[config.mk]
export PLATFORM = sky130hd
export DESIGN_NAME = frame_peak_normalizer
export DESIGN_NICKNAME = d
export VERILOG_FILES = /design/src/hw/rtl/fpn_pkg.sv /design/src/hw/rtl/fpn_ram.sv /design/src/hw/rtl/fpn_div.sv /design/src/hw/rtl/frame_peak_normalizer.sv
export VERILOG_INCLUDE_DIRS = /design/src /design/src/hw/rtl
export SDC_FILE = /design/constraint.sdc
export NUM_CORES = 2
export LEC_CHECK = 0
export ABC_AREA = 1
export BUFFER_PORTS_ARGS = -buffer_cell sky130_fd_sc_hd__buf_2
export CORE_MARGIN = 3
export CORE_UTILIZATION = 50
export CTS_CLUSTER_DIAMETER = 60
export DETAILED_ROUTE_END_ITERATION = 7
export GPL_TIMING_DRIVEN = 0
export PLACE_DENSITY_LB_ADDON = 0.3
export SETUP_SLACK_MARGIN = 0.5
export SYNTH_ARGS = -nofsm -noshare
export SYNTH_HDL_FRONTEND = slang
export SYNTH_SLANG_ARGS = --single-unit
[constraint.sdc]
create_clock -name i_clk -period 6.5 [get_ports i_clk]
set_input_delay 1.3 -clock i_clk [delete_from_list [all_inputs] [get_ports i_clk]]
set_output_delay 1.3 -clock i_clk [all_outputs]
set_load 0.05 [all_outputs]
[src/hw/rtl/assert_macros.svh]
// Assertion macros used by the RTL file that carries concurrent checks.
// No dependencies; include by bare file name.
`ifndef ASSERT_MACROS_SVH
`define ASSERT_MACROS_SVH

// Same-cycle implication, disabled while reset is asserted.
`define AST_IMP(lbl, clk, rst_n, ante, cons, msg) \
    lbl: assert property (@(posedge clk) disable iff (!(rst_n)) (ante) |-> (cons)) \
        else $error(msg);

// Next-cycle implication, disabled while reset is asserted.
`define AST_NXT(lbl, clk, rst_n, ante, cons, msg) \
    lbl: assert property (@(posedge clk) disable iff (!(rst_n)) (ante) |=> (cons)) \
        else $error(msg);

`endif

[src/hw/rtl/fpn_pkg.sv]
// Package for the frame peak normalizer: widths, constants, payload structs
// and the sequencer state type. No dependencies.
package fpn_pkg;

    localparam int FRAME_DEPTH_DEF = 64;
    localparam int SAMPLE_W        = 32;
    localparam int LEVEL_W         = 16;
    localparam int PAD_W           = 7;
    localparam int SCALE_W         = 16;
    localparam int DEN_W           = SAMPLE_W - 1;
    localparam int PROD_W          = DEN_W + SCALE_W;
    localparam int DIV_STEPS       = LEVEL_W;
    localparam int STEP_W          = $clog2(DIV_STEPS);

    localparam logic [PAD_W-1:0]   PAD_RESET    = 7'd64;
    localparam logic [PAD_W-1:0]   RESULT_LIMIT = 7'd64;
    localparam logic [SCALE_W-1:0] LEVEL_SCALE  = 16'd65000;
    localparam logic [LEVEL_W-1:0] LEVEL_MAX    = 16'd65000;
    localparam logic signed [SAMPLE_W-1:0] MAX_RESET = {1'b1, {(SAMPLE_W-1){1'b0}}};

    typedef struct packed {
        logic signed [SAMPLE_W-1:0] sample;
        logic                       frame_end;
    } t_in_item;

    typedef struct packed {
        logic [LEVEL_W-1:0] level;
        logic               run_end;
    } t_out_item;

    typedef enum logic [2:0] {
        ST_LOAD,
        ST_FETCH,
        ST_SCALE,
        ST_DIVSTART,
        ST_DIVWAIT,
        ST_OUT
    } t_state;

endpackage

[src/hw/rtl/fpn_ram.sv]
// Generic simple dual-port RAM: one write port, one registered read port.
// No dependencies.
module fpn_ram #(
    parameter int WIDTH = 32,
    parameter int DEPTH = 64
) (
    input  logic                     i_clk,
    input  logic                     i_we,
    input  logic [$clog2(DEPTH)-1:0] i_waddr,
    input  logic [WIDTH-1:0]         i_wdata,
    input  logic                     i_re,
    input  logic [$clog2(DEPTH)-1:0] i_raddr,
    output logic [WIDTH-1:0]         o_rdata
);

    logic [WIDTH-1:0] r_mem [DEPTH];
    logic [WIDTH-1:0] r_rdata;

    always_ff @(posedge i_clk) begin
        if (i_we) begin
            r_mem[i_waddr] <= i_wdata;
        end
        if (i_re) begin
            r_rdata <= r_mem[i_raddr];
        end
    end

    assign o_rdata = r_rdata;

endmodule

[src/hw/rtl/fpn_div.sv]
// Iterative restoring divider, one quotient bit per cycle.
// Depends on fpn_pkg. Quotient must fit LEVEL_W bits (num < den * 2^LEVEL_W).
module fpn_div
    import fpn_pkg::*;
(
    input  logic               i_clk,
    input  logic               i_rst_n,
    input  logic               i_start,
    input  logic [PROD_W-1:0]  i_num,
    input  logic [DEN_W-1:0]   i_den,
    output logic               o_done,
    output logic [LEVEL_W-1:0] o_quo
);

    logic [DEN_W-1:0]   r_rem,  n_rem;
    logic [LEVEL_W-1:0] r_sh,   n_sh;
    logic [DEN_W-1:0]   r_den,  n_den;
    logic [STEP_W-1:0]  r_step, n_step;
    logic               r_busy, n_busy;
    logic               r_done, n_done;
    logic [DEN_W:0]     w_trial;
    logic [DEN_W+1:0]   w_diff;

    always_comb begin
        w_trial = {r_rem, r_sh[LEVEL_W-1]};
        w_diff  = {1'b0, w_trial} - {2'b00, r_den};
        n_rem   = r_rem;
        n_sh    = r_sh;
        n_den   = r_den;
        n_step  = r_step;
        n_busy  = r_busy;
        n_done  = 1'b0;
        if (i_start) begin
            // high bits seed the remainder, low bits shift in one per step
            n_rem  = i_num[PROD_W-1:LEVEL_W];
            n_sh   = i_num[LEVEL_W-1:0];
            n_den  = i_den;
            n_step = STEP_W'(DIV_STEPS - 1);
            n_busy = 1'b1;
        end else if (r_busy) begin
            if (w_diff[DEN_W+1]) begin
                n_rem = w_trial[DEN_W-1:0];
                n_sh  = {r_sh[LEVEL_W-2:0], 1'b0};
            end else begin
                n_rem = w_diff[DEN_W-1:0];
                n_sh  = {r_sh[LEVEL_W-2:0], 1'b1};
            end
            n_step = r_step - 1'b1;
            if (r_step == '0) begin
                n_busy = 1'b0;
                n_done = 1'b1;
            end
        end
    end

    always_ff @(posedge i_clk) begin
        if (!i_rst_n) begin
            r_busy <= 1'b0;
            r_done <= 1'b0;
            r_step <= '0;
        end else begin
            r_busy <= n_busy;
            r_done <= n_done;
            r_step <= n_step;
        end
        r_rem <= n_rem;
        r_sh  <= n_sh;
        r_den <= n_den;
    end

    assign o_done = r_done;
    assign o_quo  = r_sh;

endmodule

[src/hw/rtl/frame_peak_normalizer.sv]
// Frame peak normalizer top level: sequencer, frame store, divider.
// Depends on fpn_pkg, fpn_ram, fpn_div and assert_macros.svh.
//
//  channel   direction  handshake                payload
//  --------  ---------  -----------------------  ---------------------------
//  in        sink       i_in_valid / o_in_ready  i_in_data  (t_in_item)
//  out       source     o_out_valid/i_out_ready  o_out_data (t_out_item)
//  cfg       sink       i_cfg_valid/o_cfg_ready  i_cfg_data (pad length)
//
// Loading accepts one sample per cycle; the frame end starts emission of pad_length
// results with input held off. A positive sample under a positive peak goes through
// read, multiply, divider start, the divider steps, divider done and output; a stored
// non-positive sample skips the divider; padding or a non-positive peak skips the read.
// Reset is synchronous; no clearing pass, the store is only read where written.
// An output stall holds the result register and the whole sequencer.
`include "assert_macros.svh"

module frame_peak_normalizer
    import fpn_pkg::*;
#(
    parameter int FRAME_DEPTH = FRAME_DEPTH_DEF
) (
    input  logic             i_clk,
    input  logic             i_rst_n,
    input  logic             i_in_valid,
    output logic             o_in_ready,
    input  t_in_item         i_in_data,
    output logic             o_out_valid,
    input  logic             i_out_ready,
    output t_out_item        o_out_data,
    input  logic             i_cfg_valid,
    output logic             o_cfg_ready,
    input  logic [PAD_W-1:0] i_cfg_data
);

    localparam int AW    = $clog2(FRAME_DEPTH);
    localparam int CNT_W = $clog2(FRAME_DEPTH + 1);

    t_state                     r_state, n_state;
    logic [CNT_W-1:0]           r_count, n_count;
    logic signed [SAMPLE_W-1:0] r_max,   n_max;
    logic [PAD_W-1:0]           r_pad,   n_pad;
    logic [PAD_W-1:0]           r_total, n_total;
    logic [PAD_W-1:0]           r_k,     n_k;
    logic [LEVEL_W-1:0]         r_level, n_level;
    logic [PROD_W-1:0]          r_prod,  n_prod;

    logic                       w_we;
    logic                       w_re;
    logic [SAMPLE_W-1:0]        w_rdata;
    logic signed [SAMPLE_W-1:0] w_rsample;
    logic                       w_div_start;
    logic                       w_div_done;
    logic [LEVEL_W-1:0]         w_quo;
    logic                       w_in_acc;
    logic                       w_out_acc;
    logic                       w_last;
    logic [PAD_W-1:0]           w_pad_sat;

    fpn_ram #(
        .WIDTH (SAMPLE_W),
        .DEPTH (FRAME_DEPTH)
    ) u_store (
        .i_clk   (i_clk),
        .i_we    (w_we),
        .i_waddr (r_count[AW-1:0]),
        .i_wdata (i_in_data.sample),
        .i_re    (w_re),
        .i_raddr (r_k[AW-1:0]),
        .o_rdata (w_rdata)
    );

    fpn_div u_div (
        .i_clk   (i_clk),
        .i_rst_n (i_rst_n),
        .i_start (w_div_start),
        .i_num   (r_prod),
        .i_den   (r_max[DEN_W-1:0]),
        .o_done  (w_div_done),
        .o_quo   (w_quo)
    );

    assign o_in_ready  = (r_state == ST_LOAD);
    assign o_out_valid = (r_state == ST_OUT);
    assign o_cfg_ready = 1'b1;
    assign w_in_acc    = i_in_valid && o_in_ready;
    assign w_out_acc   = o_out_valid && i_out_ready;
    assign w_last      = ((r_k + 1'b1) == r_total);
    assign w_rsample   = w_rdata;
    // counts above the result limit saturate
    assign w_pad_sat   = (r_pad > RESULT_LIMIT) ? RESULT_LIMIT : r_pad;
    assign o_out_data  = '{level: r_level, run_end: w_last};

    always_comb begin
        n_state     = r_state;
        n_count     = r_count;
        n_max       = r_max;
        n_pad       = r_pad;
        n_total     = r_total;
        n_k         = r_k;
        n_level     = r_level;
        n_prod      = r_prod;
        w_we        = 1'b0;
        w_re        = 1'b0;
        w_div_start = 1'b0;

        if (i_cfg_valid) begin
            n_pad = i_cfg_data;
        end

        case (r_state)
            ST_LOAD: begin
                if (w_in_acc) begin
                    // store while there is room; drop the sample otherwise
                    if (r_count < CNT_W'(FRAME_DEPTH)) begin
                        w_we    = 1'b1;
                        n_count = r_count + 1'b1;
                        if (i_in_data.sample > r_max) begin
                            n_max = i_in_data.sample;
                        end
                    end
                    if (i_in_data.frame_end) begin
                        n_total = w_pad_sat;
                        n_k     = '0;
                        if (w_pad_sat == '0) begin
                            // nothing to emit: clear the frame and keep loading
                            n_count = '0;
                            n_max   = MAX_RESET;
                        end else begin
                            n_state = ST_FETCH;
                        end
                    end
                end
            end
            ST_FETCH: begin
                // read a stored sample only when it can give a nonzero level
                if ((r_k < PAD_W'(r_count)) && (r_max > 0)) begin
                    w_re    = 1'b1;
                    n_state = ST_SCALE;
                end else begin
                    n_level = '0;
                    n_state = ST_OUT;
                end
            end
            ST_SCALE: begin
                if (w_rsample > 0) begin
                    n_prod  = PROD_W'(w_rsample[DEN_W-1:0]) * PROD_W'(LEVEL_SCALE);
                    n_state = ST_DIVSTART;
                end else begin
                    n_level = '0;
                    n_state = ST_OUT;
                end
            end
            ST_DIVSTART: begin
                w_div_start = 1'b1;
                n_state     = ST_DIVWAIT;
            end
            ST_DIVWAIT: begin
                if (w_div_done) begin
                    n_level = w_quo;
                    n_state = ST_OUT;
                end
            end
            ST_OUT: begin
                if (w_out_acc) begin
                    if (w_last) begin
                        // frame done: clear for the next one
                        n_count = '0;
                        n_max   = MAX_RESET;
                        n_state = ST_LOAD;
                    end else begin
                        n_k     = r_k + 1'b1;
                        n_state = ST_FETCH;
                    end
                end
            end
            default: begin
                n_state = ST_LOAD;
            end
        endcase
    end

    always_ff @(posedge i_clk) begin
        if (!i_rst_n) begin
            r_state <= ST_LOAD;
            r_count <= '0;
            r_max   <= MAX_RESET;
            r_pad   <= PAD_RESET;
            r_total <= '0;
            r_k     <= '0;
        end else begin
            r_state <= n_state;
            r_count <= n_count;
            r_max   <= n_max;
            r_pad   <= n_pad;
            r_total <= n_total;
            r_k     <= n_k;
        end
        r_level <= n_level;
        r_prod  <= n_prod;
    end

    // Checks on the sequencer and datapath.
    `AST_IMP(a_no_overlap, i_clk, i_rst_n, o_out_valid, !o_in_ready, "input taken during emission")
    `AST_IMP(a_level_range, i_clk, i_rst_n, o_out_valid, o_out_data.level <= LEVEL_MAX, "level above scale")
    `AST_IMP(a_div_done_state, i_clk, i_rst_n, w_div_done, r_state == ST_DIVWAIT, "stray divider done")
    `AST_IMP(a_count_bound, i_clk, i_rst_n, 1'b1, r_count <= CNT_W'(FRAME_DEPTH), "store count overflow")
    `AST_NXT(a_start_wait, i_clk, i_rst_n, w_div_start, r_state == ST_DIVWAIT, "divider start lost")

endmodule
==> impl_metrics.csv <==
group,metric,value,unit
worst_setup_path,r2r_end,"r_prod[33]",
global_routing,grt_overflow_total,0,
pwr,power.density,353,nW/um^2
yosys,synth_cell_types,50,
yosys,synth_ff_type,"edfxtp_1",
finish,fin_util,57.7,%
timing,setup_slack,0.763,ns
yosys,netlist_instances,7931,
floorplanning,start_util,50.6,%
timing,period_share,88.3,%
yosys,yosysTopAreaCellShare,65.4,%
placed_design,pre_cts_slack,0.721,ns
worst_setup_path,cp.depth,19,
yosys,ys_warn_count,0,
worst_setup_path,reg2reg_depth,19,
clocking,cts_setup_buffers,0,
clocking,cts_resized,0,
hold_path,min_path_type,"register to register",
yosys,syn_area,102000,um^2
clocking,cts_inserted_buffers,227,
clocking,htreeDepth,4,
route,wl_per_cell,33.0,um
global_routing,grt_antenna_before_repair,31,
route,num_vias,72400,
clocking,clk_pin_slew_worst_paths,0.06,ns
pwr,leakage,39.5,nW
worst_setup_path,crit_buf_inv,4,
worst_setup_path,max_stage_delay,0.56,ns
global_routing,grt_pass1_vias,69200,
pwr,p_int,27.7,mW
outcome,outcome,"complete, but fails checks",
timing,max_freq,0.174,GHz
pwr,power_frac_comb,25.4,%
finish,finalInstanceArea,116000,um^2
clocking,cts_hold_buf,0,
route,post-route-drc-count,0,
timing,final-setup-viol-count,0,
floorplanning,dieHeight,457,um
yosys,syn_area_per_cell,12.8,um^2
hold_path,min_from,"r_max[10]",
finish,layout.cells.non_filler,11200,
worst_setup_path,cp-endpoint,"r_prod[33]",
clocking,cts.sinks,2287,
finish,fin_nets,8803,
pwr,max-vdd-ir-drop,0.000357,V
pwr,clockPowerShare,32.8,%
worst_setup_path,path_class,"register to register",
yosys,synth_area_leader_cell,"edfxtp_1",
pwr,p_sw,13.2,mW
placed_design,io_buffers,63,
timing,fin_skew,0.110,ns
placed_design,place_area,108000,um^2
run,max-cap-violations,2,
clocking,root_buffer,"clkbuf_16",
worst_setup_path,arrival,6.32,ns
worst_setup_path,required,7.08,ns
outcome,violations,"max-capacitance violations, max-slew violations",
worst_setup_path,critPathCaptureType,"register",
worst_setup_path,cp_common_cell,"fa_1",
timing,post-route-min-period,5.74,ns
placed_design,place_congestion,1.02,
timing,finalHoldViolCount,0,
timing,drv_slew,22,
timing,slew_headroom,-6.49,%
global_routing,track_usage,34.7,%
yosys,synth_fp_nets,8403,
placed_design,place_hpwl,260,mm
worst_setup_path,startpoint,"u_store.o_rdata[4]",
route,ant_nets,0,
floorplanning,fp-row-count,164,
global_routing,grt_max_degree,67,
yosys,synth_seq_cells,2287,
clocking,clkLatencyLatePin,0.95,ns
pwr,switching_share,32.3,%
pwr,seqPwrFrac,41.8,%
floorplanning,io_pins,65,
placed_design,placed_cells,10800,
worst_setup_path,timing.rr.start,"u_store.o_rdata[4]",
route,routed_wirelength,370,mm
timing,tightestPinTransition,1.60,ns
floorplanning,die_w,457,um
finish,mostFrequentLayoutCells,"edfxtp_1, nor2_1, o21ai_0",
floorplanning,core_area,201000,um^2
worst_setup_path,crit_fanout,5,
route,drt_iter0_markers,12800,
clocking,cts_tree,"done",
route,first_pass_iters,7,
floorplanning,dieArea,209000,um^2
worst_setup_path,start_kind,"register",
worst_setup_path,critPathSlowestCell,"edfxtp_1",
yosys,seq_area_frac_synth,66.8,%
yosys,ys_async_sr_fraction,0,%
yosys,yosys-top-cells-area,"edfxtp_1, fa_1, nor2_1",
timing,whs,0.427,ns
finish,final_common_cell,"edfxtp_1",
finish,area_growth,13.9,%
worst_setup_path,crit_chain,"inv_1, fa_1, fa_1, inv_1, fa_1, fa_1, inv_1, fa_1, inv_1, ha_1, nand2_1, nor2_1, nand4_1, o211ai_1, a21oi_1, o21ai_1, nand2_1, nand3_1, nand2_1",
finish,drive_gt1_share,8.85,%
yosys,synth_edf_count,2218,
route,avgViaCountPerCell,6.46,
worst_setup_path,cp_top_family,"adder cells",
global_routing,grt_pass1_wl,512,mm
worst_setup_path,r2r_slack,0.76,ns
clocking,clockBufferDepth,3,
timing,rsz0062_at_grt,"no",
==> synth_stat cells (14+ instances only) <==
cell type / count
clkbuf_1: 292
nand3_1: 278
xnor2_1: 25
ha_1: 211
nand2_1: 456
o211ai_1: 265
buf_1: 17
a31oi_1: 19
o21ai_1: 211
o21bai_1: 14
a21o_1: 26
inv_1: 591
buf_4: 38
fa_1: 216
xor2_1: 43
nand4_1: 35
dfxtp_1: 69
a21oi_1: 99
o22ai_1: 257
nor3_1: 45
buf_2: 108
o21ai_0: 744
nor2_1: 1076
o221ai_1: 260
mux2i_1: 224
edfxtp_1: 2218
==> state kept, by name, summed over array words and instances, names as in the netlist, 4 cells and up <==
signal,flops
u_div.o_quo,16
u_div.r_den,31
r_max,32
u_store.o_rdata,32
r_level,16
u_store.r_mem,2048
r_k,7
r_count,7
r_total,7
r_prod,44
u_div.r_rem,31
u_div.r_step,4
r_pad,7
==> how the worst min path moves through the flow <==
stage	end	cells past startpoint	slack (ns)
after floorplan	u_div.r_den[10]	0	0.41
after global routing	u_div.r_den[17]	0	0.44
after CTS	u_div.r_den[10]	0	0.42
after detailed placement	u_div.r_den[10]	0	0.41
after global placement	u_div.r_den[17]	0	0.42
final	u_div.r_den[10]	0	0.43
==> power groups by stage <==
| stage | sequential, mW | clock, mW | combinational [mW] |
|---|---|---|---|
| floorplan | 17.5 | 0 | 6.45 |
| global placement | 17.5 | 0 | 10.2 |
| detailed placement | 17.4 | 0 | 10.4 |
| CTS | 17.1 | 13.4 | 10.5 |
| global route | 17.1 | 14.1 | 11.5 |
| finish | 17.1 | 13.4 | 10.4 |
==> worst reg2reg max path, cell delays in order (launching register included) <==
cell and delay (ns):
edfxtp_1 0.56, inv_1 0.21, fa_1 0.56, fa_1 0.50, inv_1 0.05, fa_1 0.45
fa_1 0.49, inv_1 0.06, fa_1 0.54, inv_1 0.06, ha_1 0.39, nand2_1 0.16
nor2_1 0.18, nand4_1 0.15, o211ai_1 0.31, a21oi_1 0.16, o21ai_1 0.31, nand2_1 0.13
nand3_1 0.10, nand2_1 0.12
==> metal layers <==
layer | share of wire (%) | vias to the layer above | track usage [%]
met5 | 0.032 | - | 0
met4 | 7.1 | 18 | 20.6
met3 | 14 | 1160 | 11.1
met2 | 44 | 5576 | 51.7
met1 | 35 | 35600 | 44.7
li1 | - | 30000 | -
==> layout make-up <==
type	count	area (um^2)
fill	15900	85100
sequential	2287	68000
multi-input combinational	4576	30000
clock buffer	279	6000
tap	2656	3320
timing repair buffer	171	2690
inverter	604	2270
buffer	464	2080
clock inverter	147	1640
antenna	22	55.1
==> kinds of logic (layout without fill, tap and decap cells) <==
family                     count (synthesis)  after routing  synth area share (%)
xor gates and xnor gates                  68             68                 0.585
muxes                                    224            224                  2.20
adders and majority gates                427            427                  6.84
buffers and inverters                   1068           1665                  4.27
and+or+nand+nor                         1925           1925                  7.68
AOI/OAI and AO/OA                       1931           1931                  11.6
other                                      1             23               0.00368
DFF                                     2287           2287                  66.8
==> stage by stage <==
stage | setup TNS [ns] | total power, mW
CTS | 0 | 41.0
finish | 0 | 41.0
detailed placement | 0 | 27.8
global placement | -144.62 | 27.6
floorplan | 0 | 23.9
global route | 0 | 42.7
No activity file was read; power rests on OpenSTA's default activity.
